--- src/kbrt_pkg.sv ---
package kbrt_pkg;

    // Report geometry
    localparam int SLOT_COUNT = 10;
    localparam int OUT_SLOTS  = 10;
    localparam int KEY_W      = 8;
    localparam int MOD_W      = 8;
    localparam int OUT_W      = MOD_W + KEY_W * OUT_SLOTS;

    // Usage codes 0xE0 to 0xE7 share this prefix in their upper five bits.
    localparam logic [4:0] MOD_PREFIX = 5'b11100;
    localparam logic [KEY_W-1:0] EMPTY_CODE = 8'h00;

    // Input kind codes
    localparam logic KIND_PRESS   = 1'b0;
    localparam logic KIND_RELEASE = 1'b1;

    // Operation broadcast to every slot cell
    typedef enum logic [1:0] {
        OP_HOLD,
        OP_PRESS,
        OP_RELEASE
    } op_t;

    typedef struct packed {
        op_t              op;
        logic [KEY_W-1:0] code;
    } cell_cmd_t;

    // Summary of the whole row, fed back to every cell
    typedef struct packed {
        logic hit;
        logic full;
    } row_status_t;

    // Running flags passed from each cell to its right neighbor
    typedef struct packed {
        logic match_seen;
        logic empty_seen;
    } chain_t;

endpackage

--- src/kbrt_cell.sv ---
module kbrt_cell
    import kbrt_pkg::*;
(
    input  logic             clk,
    input  logic             rst_n,
    input  cell_cmd_t        cmd,
    input  row_status_t      status,
    input  chain_t           chain_in,
    input  logic [KEY_W-1:0] right_val,
    output chain_t           chain_out,
    output logic [KEY_W-1:0] slot_val
);

    logic [KEY_W-1:0] slot_reg;
    logic [KEY_W-1:0] slot_next;
    logic             match;
    logic             empty;

    // Local compares and the running flags handed to the next cell.
    assign match = (slot_reg == cmd.code);
    assign empty = (slot_reg == EMPTY_CODE);
    assign chain_out.match_seen = chain_in.match_seen | match;
    assign chain_out.empty_seen = chain_in.empty_seen | empty;

    // Slot update: fill the first empty cell, or close up from the right.
    always_comb
    begin
        slot_next = slot_reg;
        unique case (cmd.op)
            OP_PRESS:
            begin
                if (!status.hit)
                begin
                    if (!status.full)
                    begin
                        if (empty && !chain_in.empty_seen)
                        begin
                            slot_next = cmd.code;
                        end
                    end
                    else
                    begin
                        slot_next = right_val;
                    end
                end
            end
            OP_RELEASE:
            begin
                if (chain_in.match_seen || match)
                begin
                    slot_next = right_val;
                end
            end
            default:
            begin
                slot_next = slot_reg;
            end
        endcase
    end

    always_ff @(posedge clk or negedge rst_n)
    begin
        if (!rst_n)
        begin
            slot_reg <= EMPTY_CODE;
        end
        else
        begin
            slot_reg <= slot_next;
        end
    end

    assign slot_val = slot_reg;

endmodule

--- src/keyboard_report_tracker.sv ---
// Keeps one HID keyboard report: an 8-bit modifier mask and an ordered row of
// key slots, oldest key first. Each accepted item is a press or a release of
// one usage code and yields one result item holding the whole updated report.
// The block takes one item per clock cycle whenever the result port is not
// stalled; the result appears on the cycle after acceptance. The slots sit in
// a row of identical cells, and the match and empty flags ripple through that
// row within the cycle, which sets the clock-to-clock path. A full row drops
// its oldest key to make room for a new press.
module keyboard_report_tracker
    import kbrt_pkg::*;
(
    input  logic             clk,
    input  logic             rst_n,
    input  logic             s_axis_tvalid,
    output logic             s_axis_tready,
    input  logic [7:0]       s_axis_tdata,   // key_code[7:0]
    input  logic             s_axis_tuser,   // kind[0]
    output logic             m_axis_tvalid,
    input  logic             m_axis_tready,
    output logic [OUT_W-1:0] m_axis_tdata    // modifier_mask, slot_0 .. slot_9
);

    logic                          accept;
    logic                          is_mod;
    logic                          out_valid_reg;
    logic                          out_valid_next;
    logic [MOD_W-1:0]              mods_reg;
    logic [MOD_W-1:0]              mods_next;
    logic [MOD_W-1:0]              mod_bit;
    cell_cmd_t                     cmd;
    row_status_t                   status;
    chain_t                        chain [SLOT_COUNT+1];
    logic [KEY_W-1:0]              slot_val [SLOT_COUNT];
    logic [KEY_W-1:0]              right_val [SLOT_COUNT];
    logic [KEY_W-1:0]              shift_in;

    // The report registers double as the result register.
    assign s_axis_tready = !out_valid_reg || m_axis_tready;
    assign accept        = s_axis_tvalid && s_axis_tready;
    assign m_axis_tvalid = out_valid_reg;

    assign is_mod  = (s_axis_tdata[7:3] == MOD_PREFIX);
    assign mod_bit = MOD_W'(1) << s_axis_tdata[2:0];

    // Decode the item into the operation broadcast to the slot row.
    always_comb
    begin
        cmd.code = s_axis_tdata;
        cmd.op   = OP_HOLD;
        if (accept && !is_mod && (s_axis_tdata != EMPTY_CODE))
        begin
            cmd.op = (s_axis_tuser == KIND_RELEASE) ? OP_RELEASE : OP_PRESS;
        end
    end

    // Modifier mask update.
    always_comb
    begin
        mods_next = mods_reg;
        if (accept && is_mod)
        begin
            if (s_axis_tuser == KIND_RELEASE)
            begin
                mods_next = mods_reg & ~mod_bit;
            end
            else
            begin
                mods_next = mods_reg | mod_bit;
            end
        end
    end

    // Result valid flag.
    always_comb
    begin
        out_valid_next = out_valid_reg;
        if (accept)
        begin
            out_valid_next = 1'b1;
        end
        else if (m_axis_tready)
        begin
            out_valid_next = 1'b0;
        end
    end

    always_ff @(posedge clk or negedge rst_n)
    begin
        if (!rst_n)
        begin
            mods_reg      <= '0;
            out_valid_reg <= 1'b0;
        end
        else
        begin
            mods_reg      <= mods_next;
            out_valid_reg <= out_valid_next;
        end
    end

    // The last cell takes the new key on a full-row press, or an empty code.
    assign shift_in = (cmd.op == OP_PRESS) ? cmd.code : EMPTY_CODE;

    // Row-wide results at the end of the chain.
    assign chain[0]    = '0;
    assign status.hit  = chain[SLOT_COUNT].match_seen;
    assign status.full = !chain[SLOT_COUNT].empty_seen;

    // Row of slot cells, each fed by its right neighbor.
    for (genvar i = 0; i < SLOT_COUNT; i++)
    begin : g_cell
        if (i == SLOT_COUNT - 1)
        begin : g_last
            assign right_val[i] = shift_in;
        end
        else
        begin : g_inner
            assign right_val[i] = slot_val[i+1];
        end

        kbrt_cell u_cell (
            .clk       (clk),
            .rst_n     (rst_n),
            .cmd       (cmd),
            .status    (status),
            .chain_in  (chain[i]),
            .right_val (right_val[i]),
            .chain_out (chain[i+1]),
            .slot_val  (slot_val[i])
        );
    end

    // Pack the report; slots beyond the row read as empty.
    assign m_axis_tdata[MOD_W-1:0] = mods_reg;
    for (genvar k = 0; k < OUT_SLOTS; k++)
    begin : g_out
        if (k < SLOT_COUNT)
        begin : g_slot
            assign m_axis_tdata[MOD_W + KEY_W*k +: KEY_W] = slot_val[k];
        end
        else
        begin : g_pad
            assign m_axis_tdata[MOD_W + KEY_W*k +: KEY_W] = EMPTY_CODE;
        end
    end

`ifndef SYNTHESIS
    // Every accepted item produces a result on the next cycle.
    assert property (@(posedge clk) disable iff (!rst_n)
        accept |=> m_axis_tvalid)
        else $error("accepted item gave no result");

    // A modifier item never disturbs the key slots.
    assert property (@(posedge clk) disable iff (!rst_n)
        (accept && is_mod) |=> $stable(m_axis_tdata[OUT_W-1:MOD_W]))
        else $error("modifier item changed key slots");

    // A key item never disturbs the modifier mask.
    assert property (@(posedge clk) disable iff (!rst_n)
        (accept && !is_mod) |=> $stable(mods_reg))
        else $error("key item changed modifier mask");

    // Occupied slots form one run starting at the oldest slot.
    for (genvar a = 0; a + 1 < SLOT_COUNT; a++)
    begin : g_chk
        assert property (@(posedge clk) disable iff (!rst_n)
            (slot_val[a] == EMPTY_CODE) |-> (slot_val[a+1] == EMPTY_CODE))
            else $error("held key found after an empty slot");
    end
`endif

endmodule
--- config.mk ---
export PLATFORM = sky130hd
export DESIGN_NAME = keyboard_report_tracker
export DESIGN_NICKNAME = d
export VERILOG_FILES = /design/src/kbrt_pkg.sv /design/src/kbrt_cell.sv /design/src/keyboard_report_tracker.sv
export SDC_FILE = /design/constraint.sdc
export NUM_CORES = 1
export LEC_CHECK = 0
export BUFFER_PORTS_ARGS = -buffer_cell sky130_fd_sc_hd__buf_2
export CORE_ASPECT_RATIO = 1.2
export CORE_UTILIZATION = 35
export DETAILED_ROUTE_END_ITERATION = 8
export SYNTH_ARGS = -nofsm -noshare
export SYNTH_HDL_FRONTEND = slang
export SYNTH_SLANG_ARGS = --single-unit
--- constraint.sdc ---
create_clock -name clk -period 2.25 [get_ports clk]
set_clock_uncertainty 0.1 [all_clocks]
set_input_delay 0.225 -clock clk [delete_from_list [all_inputs] [get_ports clk]]
set_output_delay 0.225 -clock clk [all_outputs]
set_load 0.1 [all_outputs]
Yosys cells after proc, flatten, opt, wreduce, memory -nomap -nowiden
Index checks and enable logic that the tools add are counted.
{ "word_totals": {"latch_bits": 0, "ff_bits": 89, "mem_bits_rw": 0, "mem_bits_ro": 0, "word_cells": 181, "mem_count": 0} }
{ "op_classes": {"n_reduce_logical": 57, "muxes": 56, "add_sub_neg": 0, "div": 0, "n_lt_le_gt_ge": 0, "n_eq_ne": 34, "shifts": 1, "bitwise_logic": 21, "n_mul": 0} }
{ "ops": {"columns": ["operator", "n"], "rows": [
  ["$mux 8", 42],
  ["$pmux 8 s2", 10],
  ["$eq 8x8->1", 10],
  ["$logic_not 8->1", 10],
  ["$reduce_and 4->1", 10],
  ["$ne 3x2->1 const B", 10],
  ["$ne 2x1->1 const B", 10],
  ["$or 1x1->1", 18],
  ["$logic_and 1x1->1", 13],
  ["$logic_not 1->1", 11],
  ["$logic_or 1x1->1", 10],
  ["$and 8x8->8", 1],
  ["$not 8->8", 1],
  ["$or 8x8->8", 1],
  ["$reduce_bool 8->1", 1],
  ["$shl 1x3->8 const A", 1],
  ["$eq 5x5->1 const B", 1],
  ["$mux 2", 2],
  ["$reduce_bool 2->1", 2],
  ["$eq 2x1->1 const B", 1],
  ["$eq 2x2->1 const B", 1],
  ["$mux 1", 2],
  ["$ne 2x2->1 const B", 1]
]} }

Logic depth before layout (Yosys ltp)
Gate-level depths: netlist (run 1).
{ "logic_depth": {"word_depth": 15, "depth_mapped": 11, "ltp_nobuf": 7} }

Cells and area by module
A second synthesis (run 1) with hierarchy kept.
{ "hier_totals": {"cells_unflattened": 549, "hier_area_um2": 6386.1} }
{ "by_module_without_submodules": {"columns": ["mod", "area_per_inst_um2", "cells_per_inst", "n_inst", "seq_area_each_um2"], "rows": [
  ["kbrt_cell", 574.3, 48, 10, 200.2],
  ["keyboard_report_tracker", 643.1, 69, 1, 225.2]
]} }

Least setup slack after synthesis (run 1)
OpenSTA, ideal clock, no wires.
{ "synth_timing": {"kind": "register -> register", "start": "reg out_valid_reg, in the netlist m_axis_tvalid", "end": "reg g_cell[5].u_cell.slot_reg[2]", "setup_time_ns": 0.080, "slack_ns": -1.355, "required_ns": 2.070, "stages_incl_launch_ff": 8, "synth_period_minus_slack_ns": 3.605, "arrival_ns": 3.425, "n_path_buf": 1, "path_cell_list": "dfrtp_1 > nand2b_1 > o211ai_1 > or3_2 > o31a_1 > buf_6 > a311oi_4 > mux2i_1"} }
{ "synth_via": {"elab_chain_cells": 9, "elab_cells_between_ends": 14, "cone_classes": "eq/ne (5); mux (2); reduce/logical (7)"} }
{ "synth_lines": {"columns": ["item", "line_no", "source"], "rows": [
  ["start, declared", "keyboard_report_tracker.sv:25", "logic out_valid_reg;"],
  ["start signal, assigned", "keyboard_report_tracker.sv:97", "out_valid_reg <= out_valid_next;"],
  ["$logic_not 1->1 (*)", "keyboard_report_tracker.sv:38", "assign s_axis_tready = !out_valid_reg || m_axis_tready;"],
  ["$logic_or 1x1->1 (*)", "keyboard_report_tracker.sv:38", null],
  ["named net s_axis_tready", "keyboard_report_tracker.sv:15", "output logic s_axis_tready,"],
  ["$logic_and 1x1->1 (*)", "keyboard_report_tracker.sv:39", "assign accept = s_axis_tvalid && s_axis_tready;"],
  ["$logic_and 1x1->1 (*) (2 in series)", "keyboard_report_tracker.sv:50", "if (accept && !is_mod && (s_axis_tdata != EMPTY_CODE))"],
  ["$mux 2 (*)", "keyboard_report_tracker.sv:50", null],
  ["$eq 2x1->1 / $eq 2x2->1 (equally long branches)", "kbrt_cell.sv:29", "unique case (cmd.op)"],
  ["$ne 3x2->1 (no source line) (tied with other cells)", null, null],
  ["$reduce_and 4->1 (no source line)", null, null],
  ["end signal, assigned", "kbrt_cell.sv:69", "slot_reg <= slot_next;"],
  ["end, declared", "kbrt_cell.sv:14", "logic [KEY_W-1:0] slot_reg;"]
]} }
The timed path passes the listed nets; every way through them passes the cells marked *.
A chain may end at the register's enable or synchronous reset.

Worst setup path after layout (run 1)
{ "layout_timing": {"start": "reg g_cell[6].u_cell.slot_reg[4]", "end": "reg g_cell[1].u_cell.slot_reg[4]"} }
{ "layout_via": {"elab_chain_cells": 8, "elab_cells_between_ends": 16, "cone_classes": "eq/ne (3); mux (3); bitwise (8); reduce/logical (2)"} }
{ "layout_lines": {"columns": ["item", "line_no", "source"], "rows": [
  ["start, declared", "kbrt_cell.sv:14", null],
  ["start signal, assigned", "kbrt_cell.sv:69", null],
  ["$logic_not 8->1", "kbrt_cell.sv:21", "assign empty = (slot_reg == EMPTY_CODE);"],
  ["$or 1x1->1 (4 in series)", "kbrt_cell.sv:23", "assign chain_out.empty_seen = chain_in.empty_seen | empty;"],
  ["$mux 8", "kbrt_cell.sv:34", "if (!status.full)"],
  ["$mux 8", "kbrt_cell.sv:32", "if (!status.hit)"],
  ["$pmux 8 s2", "kbrt_cell.sv:29", null],
  ["end signal, assigned", "kbrt_cell.sv:69", null],
  ["end, declared", "kbrt_cell.sv:14", null]
]} }
Several ways; a longest one is shown, not always the timed one. The select of a mux whose other input is x is not followed.

==> results.ini, run 1 <==
[placed_design]
io_buffers=102
place_inst=1049
gp_congestion=0.8608
dpl.hpwl_mm=15.27

[logic_synthesis]
synthFlopType=dfrtp_1
synth-seq-cells=89
synth-edff-count=0
yosysUniqueCellTypes=53
ys_warn_count=0
synth.area.top_cells=dfrtp_1 (39%), mux2i_1 (12%), xor2_1 (9.5%)
async_flop_share_pct=100.0
synth_seq_area_share_pct=39.10
syn_area_per_cell_um2=9.703
syn_inst=587
yosys.area.top_type_share_pct=39.10
synth_nets=600
synth_area_um2=5695
synth_top_cell_by_area=dfrtp_1

[worst_setup_path]
crit_path_max_fanout=6
criticalPathCategory=reg -> reg
worst_r2r_path_depth=10
worstReg2RegStart=g_cell[6].u_cell.slot_val[4]
worst_setup_path_start_kind=register
crit_family=simple AND/OR/NAND/NOR gates
path_common_cell=buf_4
r2r_slack_ns=-0.28
cp.arrival_ns=2.69
critical_path_buf_inv_count=3
path_cells=buf_4 -> nor4_2 -> nand2_1 -> and4_4 -> nand4_1 -> buf_4 -> and3_4 -> buf_6 -> a21oi_1 -> mux2i_2
cp-startpoint=g_cell[6].u_cell.slot_val[4]
crit_required_ns=2.42
cp-end-kind=register
cp_slowest_cell=dfrtp_4
cp_num_cells=10
slowest_delay_ns=0.50
r2r_end=g_cell[1].u_cell.slot_val[4]

[sta]
period_share_pct=112.4
final_max_slew_viol_count=0
slew_headroom_pct=62.52
finalHoldViolCount=0
layout_setup_ws_ns=-0.2779
tightest_slew_ns=0.5601
setup_viol=73
timing.final.crit_period_ns=2.528
setup_tns_ns=-15.86
rsz0062_at_grt=yes
fmax_ghz=0.3956

[grt]
grt_max_degree=52
met2_usage_pct=42.63
grt_pass1_vias=5910
track_usage_pct=25.03
grt_pass1_wl_mm=32.08
grtUsageMet1_pct=30.47
antenna_found_initial=0
top_usage_layer=met2
grt_use_met3_pct=3.296
grt_overflow=0

[floorplanning]
io_pins=103
die_x_um=118.5
row_count=50
core_area_um2=15770
start_util_pct=36.13
die_area_um2=16790
die_h_um=141.7

[drt]
drcViolationCount=0
finalWirelength_mm=20.44
drt-initial-drc-count=302
ant_nets=0
wl_per_cell_um=18.84
vias=5682
viasPerCell=5.237
firstDrtPassIters=5

[clocking]
clk_path_buf_depth=2
cts-root-buf=clkbuf_16
cts_buffers=9
cts_tree=done
htree_levels=3
cts_sinks=89
clk_latency_ns=0.36
path_clk_slew_ns=0.07

[worst_hold_path]
hold_path.startpoint=s_axis_tvalid
hp-class=in -> reg
hold_path_depth=2
holdPathEnd=m_axis_tvalid

[final_layout]
areaGrowthSynthToFinish_pct=57.82
drive_above_1_share_pct=55.64
fin_nets=885
final_util_pct=57.02
diodes=0
stdcell_count=1085

[run_status]
outcome=complete, but fails checks
violations=negative setup slack

[job]
drv_cap=0

[area by class of cell]
type / instances / area [um2]
Clock buffer: 15 / 257.7
Clock inverter: 1 / 5.005
Fill cell: 1361 / 6777
Inverter: 73 / 274.0
Multi-Input combinational cell: 388 / 3435
Sequential cell: 89 / 2409
Tap cell: 208 / 260.3
Timing Repair Buffer: 311 / 2349
[per-stage QoR]
stage / hold WS [ns] / setup WS, ns / instance area, um2
2_1_floorplan: -0.1706 / -0.4792 / 5961
3_3_place_gp: 0.1356 / -0.4321 / 8124
3_5_place_dp: 0.1466 / -0.4652 / 8124
4_1_cts: 0.007801 / -0.2929 / 8697
5_1_grt: 0.02390 / -0.3706 / 8989
6_report: 0.01366 / -0.2779 / 8989
[worst max path at each step]
stage	end	slack [ns]
global placement	g_cell[6].u_cell.slot_val[0]	-0.43
global route	g_cell[1].u_cell.slot_val[4]	-0.37
floorplan	g_cell[5].u_cell.slot_val[0]	-0.48
CTS	g_cell[6].u_cell.slot_val[0]	-0.29
detailed placement	g_cell[1].u_cell.slot_val[4]	-0.47
finish	g_cell[1].u_cell.slot_val[4]	-0.28
[registers in the layout (all words and copies together) (netlist names), named ones only]
signal	cells
g_cell.u_cell.slot_val	80
m_axis_tvalid	1
[cell families (layout without fill, tap and decap cells)]
| kind of cell | Yosys count | count (layout) | share of synthesized area [%] |
|---|---|---|---|
| flops | 89 | 89 | 39.10 |
| buf+inv | 110 | 400 | 8.545 |
| xor+xnor | 80 | 80 | 12.57 |
| mux | 77 | 77 | 13.66 |
| compound gates | 112 | 112 | 13.16 |
| simple gates | 119 | 119 | 12.96 |
[cell usage after synthesis (all sizes together) (3+ instances only)]
| cell | count |
|---|---|
| mux2i | 71 |
| nor4 | 37 |
| o21ai | 3 |
| nand2b | 4 |
| and2 | 3 |
| o2bb2ai | 8 |
| xnor2 | 16 |
| nand2 | 23 |
| nor3 | 10 |
| dfrtp | 89 |
| nand4 | 8 |
| inv | 73 |
| nor2 | 8 |
| clkbuf | 20 |
| a21oi | 72 |
| mux2 | 6 |
| and4 | 4 |
| a22oi | 9 |
| a211oi | 4 |
| nand3 | 3 |
| and3 | 9 |
| buf | 17 |
| xor2 | 64 |
[placed cells by master (no fill, tap or decap), drive strengths merged, types with 3 or more instances in the layout]
cell type,instances
dfrtp,89
clkbuf,15
a21oi,72
xnor2,16
nand2,23
mux2,6
and4,4
buf,310
nand2b,4
nor2,8
mux2i,71
a211oi,4
o2bb2ai,8
nor4,37
a22oi,9
nor3,10
inv,73
nand3,3
and3,9
nand4,8
o21ai,3
xor2,64
and2,3
[timing repair]
action,4_1_cts,5_1_grt
setup buffers,10,9
setup endpoints to repair,78,80
pin swaps,12,8
resized for setup,46,37
hold buffers,1,0
hold endpoints to repair,38,0
[metal layers]
metal,wire [um],part of all wire (%)
met1,8487,42
met2,10320,50
met3,745,3.6
met4,889,4.3
met5,0,0
Power of run 1 is not shown: default switching activity piles up to over one toggle a cycle in this logic, so the estimate is an artifact.
==> run 2, diff against run 1 <==
RECOVER_POWER = 25   (was not set)
==> run 2 against run 1 <==
Worst setup slack barely moved. The flow still finishes with violations (negative setup slack). Via count barely moved. Sequential share of layout area rose by 0.056 points. Fmax barely moved. Highest routed layer unchanged. Critical endpoint is now g_cell[5].u_cell.slot_val[5].
==> results.ini, run 2 (synthesis gave the netlist of run 1 again) <==
[worst_setup_path]
r2r_end=g_cell[5].u_cell.slot_val[5]
worstReg2RegStart=g_cell[6].u_cell.slot_val[0]
path_cells=xor2_2 -> nor4_2 -> buf_4 -> a22oi_4 -> nand4b_4 -> o31a_1 -> buf_4 -> a311oi_4 -> buf_12 -> mux2i_1
cp_slowest_cell=dfrtp_4
cp-end-kind=register
path_common_cell=buf_4
slowest_delay_ns=0.50
crit_path_max_fanout=8
worst_r2r_path_depth=10
crit_family=compound AO/OA/AOI/OAI gates
critical_path_buf_inv_count=3
worst_setup_path_start_kind=register
criticalPathCategory=reg -> reg
crit_required_ns=2.42
cp.arrival_ns=2.70
r2r_slack_ns=-0.28

[clocking]
path_clk_slew_ns=0.06
cts_buffers=9
clk_latency_ns=0.36
cts_tree=done
htree_levels=3
cts_sinks=89
clk_path_buf_depth=2
cts-root-buf=clkbuf_16

[sta]
fmax_ghz=0.3956
timing.final.crit_period_ns=2.528
slew_headroom_pct=32.76
setup_viol=74
setup_tns_ns=-15.83
tightest_slew_ns=1.009
final_max_slew_viol_count=0
layout_setup_ws_ns=-0.2776
rsz0062_at_grt=yes
finalHoldViolCount=0
period_share_pct=112.3

[floorplanning]
die_h_um=141.7
start_util_pct=36.13
die_x_um=118.5
row_count=50
die_area_um2=16790
io_pins=103
core_area_um2=15770

[drt]
wl_per_cell_um=18.86
vias=5686
wl_met3_um=786
drt-initial-drc-count=304
dr.max_layer_used=met4
finalWirelength_mm=20.47
dr_wl_met2_mm=10.37
drcViolationCount=0
firstDrtPassIters=5
viasPerCell=5.241
ant_nets=0
wl_met1_mm=8.440

[final_layout]
largest_reg_flops=80
drive_above_1_share_pct=55.53
final_common_cell=buf_4
final_util_pct=56.90
fin_nets=885
stdcell_count=1085
diodes=0
areaGrowthSynthToFinish_pct=57.49
fin_area_um2=8970
final_cell_mix=buf_4 (175), buf_2 (101), inv_1 (73)

[placed_design]
place_inst=1049
dpl.hpwl_mm=15.27
post_dp_cell_area_um2=8124
gp_congestion=0.8608
io_buffers=102

[grt]
grt_overflow=0
grt_pass1_vias=5910
grt_max_degree=52
grt_pass1_wl_mm=32.08
track_usage_pct=25.03
antenna_found_initial=0

[job]
drv_cap=0

[worst_hold_path]
hp-class=in -> reg
holdPathEnd=m_axis_tvalid
hold_path_depth=2
hold_path.startpoint=s_axis_tvalid

[run_status]
violations=negative setup slack
outcome=complete, but fails checks

[run 2: cell types whose count changed in the layout (fill, tap and decap cells not counted), sizes merged]
cell	before	now
clkbuf	15	17
buf	310	308
[run 2: routing by layer]
| layer | vias to the layer above | GRT usage, % |
|---|---|---|
| li1 | 2597 | - |
| met2 | 172 | 42.63 |
| met4 | 0 | 14.59 |
| met5 | - | 0 |
| met3 | 58 | 3.296 |
| met1 | 2859 | 30.47 |
[run 2: area by class of cell]
type	instances	area, um2
well taps	208	260.3
clock buffers	15	257.7
inverters	73	274.0
flip-flops and latches	89	2409
fillers	1366	6795
repair buffers	311	2330
clock inverters	1	5.005
multi-input cells	388	3435
[run 2: what timing repair did]
action                                  in CTS  in global routing
setup buffers                               10                  9
pin swaps                                   12                  8
endpoints found under the setup margin      78                 80
cloned                                       0                  0
resized for setup                           46                 37
endpoints found under the hold margin       38                  0
hold buffers                                 1                  0
[run 2: metrics by stage]
stage                     hold WS (ns)  setup slack (ns)
after detailed placement        0.1466           -0.4652
after global routing           0.02390           -0.3706
after CTS                     0.007801           -0.2929
after global placement          0.1356           -0.4321
final                          0.01436           -0.2776
after floorplan                -0.1706           -0.4792
[run 2: how the worst max path moves through the flow]
| stage | start | endpoint | depth (start not counted) | slack (ns) |
|---|---|---|---|---|
| 3_3_place_gp | s_axis_tdata[0] | g_cell[6].u_cell.slot_val[0] | 10 | -0.43 |
| 5_1_grt | g_cell[6].u_cell.slot_val[4] | g_cell[1].u_cell.slot_val[4] | 10 | -0.37 |
| 2_1_floorplan | g_cell[1].u_cell.slot_val[6] | g_cell[5].u_cell.slot_val[0] | 8 | -0.48 |
| 4_1_cts | g_cell[1].u_cell.slot_val[6] | g_cell[6].u_cell.slot_val[0] | 9 | -0.29 |
| 6_report | g_cell[6].u_cell.slot_val[0] | g_cell[5].u_cell.slot_val[5] | 10 | -0.28 |
| 3_5_place_dp | s_axis_tdata[0] | g_cell[1].u_cell.slot_val[4] | 10 | -0.47 |
[run 2: worst register-to-register path, cell delays in order (launching register included)]
cell and delay [ns]:
dfrtp_4 0.50, xor2_2 0.18, nor4_2 0.05, buf_4 0.14, a22oi_4 0.20, nand4b_4 0.13
o31a_1 0.34, buf_4 0.16, a311oi_4 0.24, buf_12 0.18, mux2i_1 0.21
Power of run 2 is left out for the same reason.
